**config.mk**
```make
export PLATFORM = sky130hd
export DESIGN_NAME = otst_square
export DESIGN_NICKNAME = d
export VERILOG_FILES = /design/src/rtl/core/otst_square.sv
export SDC_FILE = /design/constraint.sdc
export NUM_CORES = 2
export LEC_CHECK = 0
export BUFFER_PORTS_ARGS = -buffer_cell sky130_fd_sc_hd__buf_2
export CELL_PAD_IN_SITES_DETAIL_PLACEMENT = 0
export CELL_PAD_IN_SITES_GLOBAL_PLACEMENT = 1
export CORE_ASPECT_RATIO = 1.4
export CORE_MARGIN = 5
export CORE_UTILIZATION = 25
export CTS_BUF_LIST = sky130_fd_sc_hd__clkbuf_2
export CTS_CLUSTER_SIZE = 8
export DETAILED_ROUTE_END_ITERATION = 8
export GPL_ROUTABILITY_DRIVEN = 0
export PLACE_DENSITY_LB_ADDON = 0.1
export SYNTH_ARGS = -nofsm -noshare
export SYNTH_HDL_FRONTEND = slang
export SYNTH_SLANG_ARGS = --single-unit
```
**constraint.sdc**
```tcl
create_clock -name clk_i -period 9.7 [get_ports clk_i]
set_input_delay 0.97 -clock clk_i [delete_from_list [all_inputs] [get_ports clk_i]]
set_output_delay 0.97 -clock clk_i [all_outputs]
set_load 0.03 [all_outputs]
```
**src/rtl/core/otst_square.sv**
```systemverilog
// Sequential 48-bit squarer, result taken modulo 2^64.
// Uses one shared 24x24 multiplier for all partial products; no package needed.
`default_nettype none

module otst_square (
  input  wire logic        clk_i,
  input  wire logic        rst_ni,
  input  wire logic        start_i,
  input  wire logic [47:0] t_i,
  output logic      [63:0] square_o,
  output logic             done_o
);

  logic [1:0]  step_q;
  logic        busy_q;
  logic        done_q;
  logic [47:0] prod_q;
  logic [63:0] acc_q;
  logic [23:0] mul_a;
  logic [23:0] mul_b;
  logic [47:0] prod_d;

  // t*t = lo*lo + 2*hi*lo*2^24 + hi*hi*2^48, one partial product a cycle.
  always_comb begin
    case (step_q)
      2'd0:    begin mul_a = t_i[23:0];  mul_b = t_i[23:0]; end
      2'd1:    begin mul_a = t_i[47:24]; mul_b = t_i[23:0]; end
      default: begin mul_a = t_i[47:24]; mul_b = t_i[47:24]; end
    endcase
    prod_d = mul_a * mul_b;
  end

  always_ff @(posedge clk_i or negedge rst_ni) begin
    if (!rst_ni) begin
      step_q <= 2'd0;
      busy_q <= 1'b0;
      done_q <= 1'b0;
    end else if (start_i) begin
      step_q <= 2'd0;
      busy_q <= 1'b1;
      done_q <= 1'b0;
    end else if (busy_q) begin
      step_q <= step_q + 2'd1;
      if (step_q == 2'd3) begin
        busy_q <= 1'b0;
        done_q <= 1'b1;
      end
    end
  end

  always_ff @(posedge clk_i) begin
    if (busy_q && !start_i) begin
      case (step_q)
        2'd0:    prod_q <= prod_d;
        2'd1:    begin acc_q <= 64'(prod_q); prod_q <= prod_d; end
        2'd2:    begin acc_q <= acc_q + (64'(prod_q) << 25); prod_q <= prod_d; end
        default: acc_q <= acc_q + (64'(prod_q) << 48);
      endcase
    end
  end

  assign square_o = acc_q;
  assign done_o   = done_q;

endmodule

`default_nettype wire

```
==> results.py <==
metrics = {
    "outcome": {
        "status": "completed",
    },
    "cts": {
        "clk_pin_slew_ps": 250,
        "insertion_delay_ps": 770,
        "post_cts_resize_count": 0,
        "cts_buffer_depth": 2,
        "ctsHoldBuffers": 1,
        "cts_setup_buffers": 0,
        "htree_num_levels": 4,
        "cts_buffers": 17,
        "cts_tree": "done",
        "root_buffer": "clkbuf_2",
        "cts_sinks": 116,
    },
    "synth": {
        "seq_area_frac_synth": 0.133,
        "synth_most_common_cell": "inv_1",
        "yosys_warnings": 0,
        "async_reset_ff_frac": 0.0345,
        "ys.flop_type": "edfxtp_1",
        "synthTopCellsByArea": "fa_1, edfxtp_1, ha_1",
        "synth_common_cells": "inv_1, fa_1, nand2_1",
        "avgSynthCellArea_sq_um": 9.17,
        "synth_edf_count": 112,
        "syn-num-nets": 3601,
        "syn_area_sq_um": 26000,
        "synth_top_area_share": 0.373,
        "synth_area_leader_cell": "fa_1",
        "ys_seq_elements": 116,
        "synth_cells": 2834,
        "synth_cell_type_count": 75,
    },
    "sta": {
        "finalCritPeriodShare": 0.918,
        "finalClockSkew_ps": 74.1,
        "clock.fmax_mhz": 112,
        "tns_ps": 0,
        "slew_viol_final": 0,
        "final_hold_viol_count": 0,
        "fin_crit_ps": 8900,
        "grt_setup_unrepaired": "false",
        "layout_setup_ws_ps": 797,
        "slew_headroom": 0.201,
        "setup_viol": 0,
        "worst_slew_pin_slew_ps": 1200,
    },
    "routing": {
        "wirelength_um": 101000,
        "drt_iter0_drc": 1040,
        "post_drt_wl_per_cell_um": 23.6,
        "drtAntennaViolNets": 0,
        "drtPass1Iterations": 5,
        "num_vias": 19800,
        "drc_errors": 0,
        "viasPerCell": 4.63,
    },
    "die": {
        "die_y_um": 392,
        "die_w_um": 283,
        "die-area_sq_um": 111000,
        "ios": 116,
        "core_sq_um": 104000,
        "num_rows": 140,
        "initial_core_util": 0.251,
    },
    "setup_path": {
        "cp.arrival_ps": 9420,
        "critPathLaunchType": "register",
        "end_kind": "register",
        "crit_required_ps": 10220,
        "critPathMaxFanout": 22,
        "path_class": "register to register",
    },
    "cells_and_area": {
        "fillCellCount": 11200,
        "finalNetCount": 3691,
        "syn_to_final_growth_pct": 10.4,
        "drive_above_1_share": 0.0998,
    },
    "grt": {
        "antenna_found_initial": 2,
        "overflow": 0,
        "grt_max_degree": 48,
        "grt_usage": 0.184,
        "grt_pass1_vias": 22000,
        "grt_pass1_wl_um": 149000,
    },
    "flow_run": {
        "max-cap-violations": 0,
    },
    "min_path": {
        "hp-class": "input port to register",
    },
    "place": {
        "dp_hpwl_um": 84500,
        "io_buffers": 115,
        "place_worst_setup_slack_ps": 779,
    },
}
## cell families (layout without fill, tap and decap cells)
group	after synthesis	count (layout)	share of synthesized area
simple gates	821	821	0.133
fa+ha+maj	716	716	0.484
buf+inv	674	777	0.0977
compound gates	330	330	0.0861
flops	116	116	0.133
mux	91	91	0.0372
xor+xnor	86	86	0.0290
other cells	0	1	0
## sequential cells by signal, summed over array words and instances (netlist names)
signal and count:
busy_q 1, done_o 1, prod_q 48, square_o 64
step_q 2
## per-layer routing
metal	up-vias	global-route usage	wire, um
li1	9052	-	-
met1	10200	0.231	42800
met2	455	0.337	52100
met3	107	0.0126	2970
met4	2	0.0534	3280
met5	-	0	15
## critical path: stages, from the launching register on
cell	delay, ps
dfrtp_1	480
inv_1	150
ha_4	460
buf_4	400
mux2i_2	580
buf_4	310
nor2_1	90
fa_1	540
fa_1	550
inv_1	50
fa_1	480
fa_1	540
inv_1	50
fa_1	470
fa_1	610
inv_1	80
fa_1	490
inv_1	50
ha_1	360
nand3_1	260
nor2_1	70
a221o_1	390
a221oi_1	330
o21ai_0	130
nand3b_1	190
o21ai_1	220
mux2i_1	210
nand4_1	110
## cell type report
class	instances	area [sq um]	share of cell area
Antenna cell	1	2.50	0.0000871
Clock buffer	17	85.1	0.00296
Clock inverter	15	170	0.00593
Inverter	564	2120	0.0737
Multi-Input combinational cell	2044	20100	0.699
Sequential cell	116	3460	0.121
Tap cell	1349	1690	0.0588
Timing Repair Buffer	181	1120	0.0391
## through the flow
stage	instance area, sq um	instances	util	hold slack (ps)
floorplan	26000	2834	-	489
CTS	28700	4286	0.277	292
global route	28700	4287	0.277	283
global placement	28400	4253	0.274	515
finish	28700	4287	0.277	397
detailed placement	28400	4253	0.274	518
## worst paths after layout
path	startpoint	endpoint	slack [ps]	depth (start not counted)
max	step_q[0]$_DFFE_PN0P_	prod_q[47]$_DFFE_PP_	800	27
min	start_i	done_o$_DFFE_PN0P_	400	2
max reg2reg	step_q[0]$_DFFE_PN0P_	prod_q[47]$_DFFE_PP_	800	27
min reg2reg	prod_q[42]$_DFFE_PP_	square_o[42]$_DFFE_PP_	550	2
max in group asynchronous	rst_ni	step_q[1]$_DFFE_PN0P_	8960	2
min in group asynchronous	rst_ni	done_o$_DFFE_PN0P_	560	2
## placed cells by master, fill, tap and decap left out, types with 41 or more instances in the layout
cell	instances
ha_1	231
buf_4	61
inv_1	564
and2_1	45
mux2_2	41
nand2_1	352
a21o_1	54
fa_1	484
xnor2_1	51
buf_2	115
edfxtp_1	112
a21oi_1	85
nor2_1	321
o21ai_0	58
Power is not shown: default switching activity piles up to over one toggle a cycle in this logic, so the estimate is an artifact.
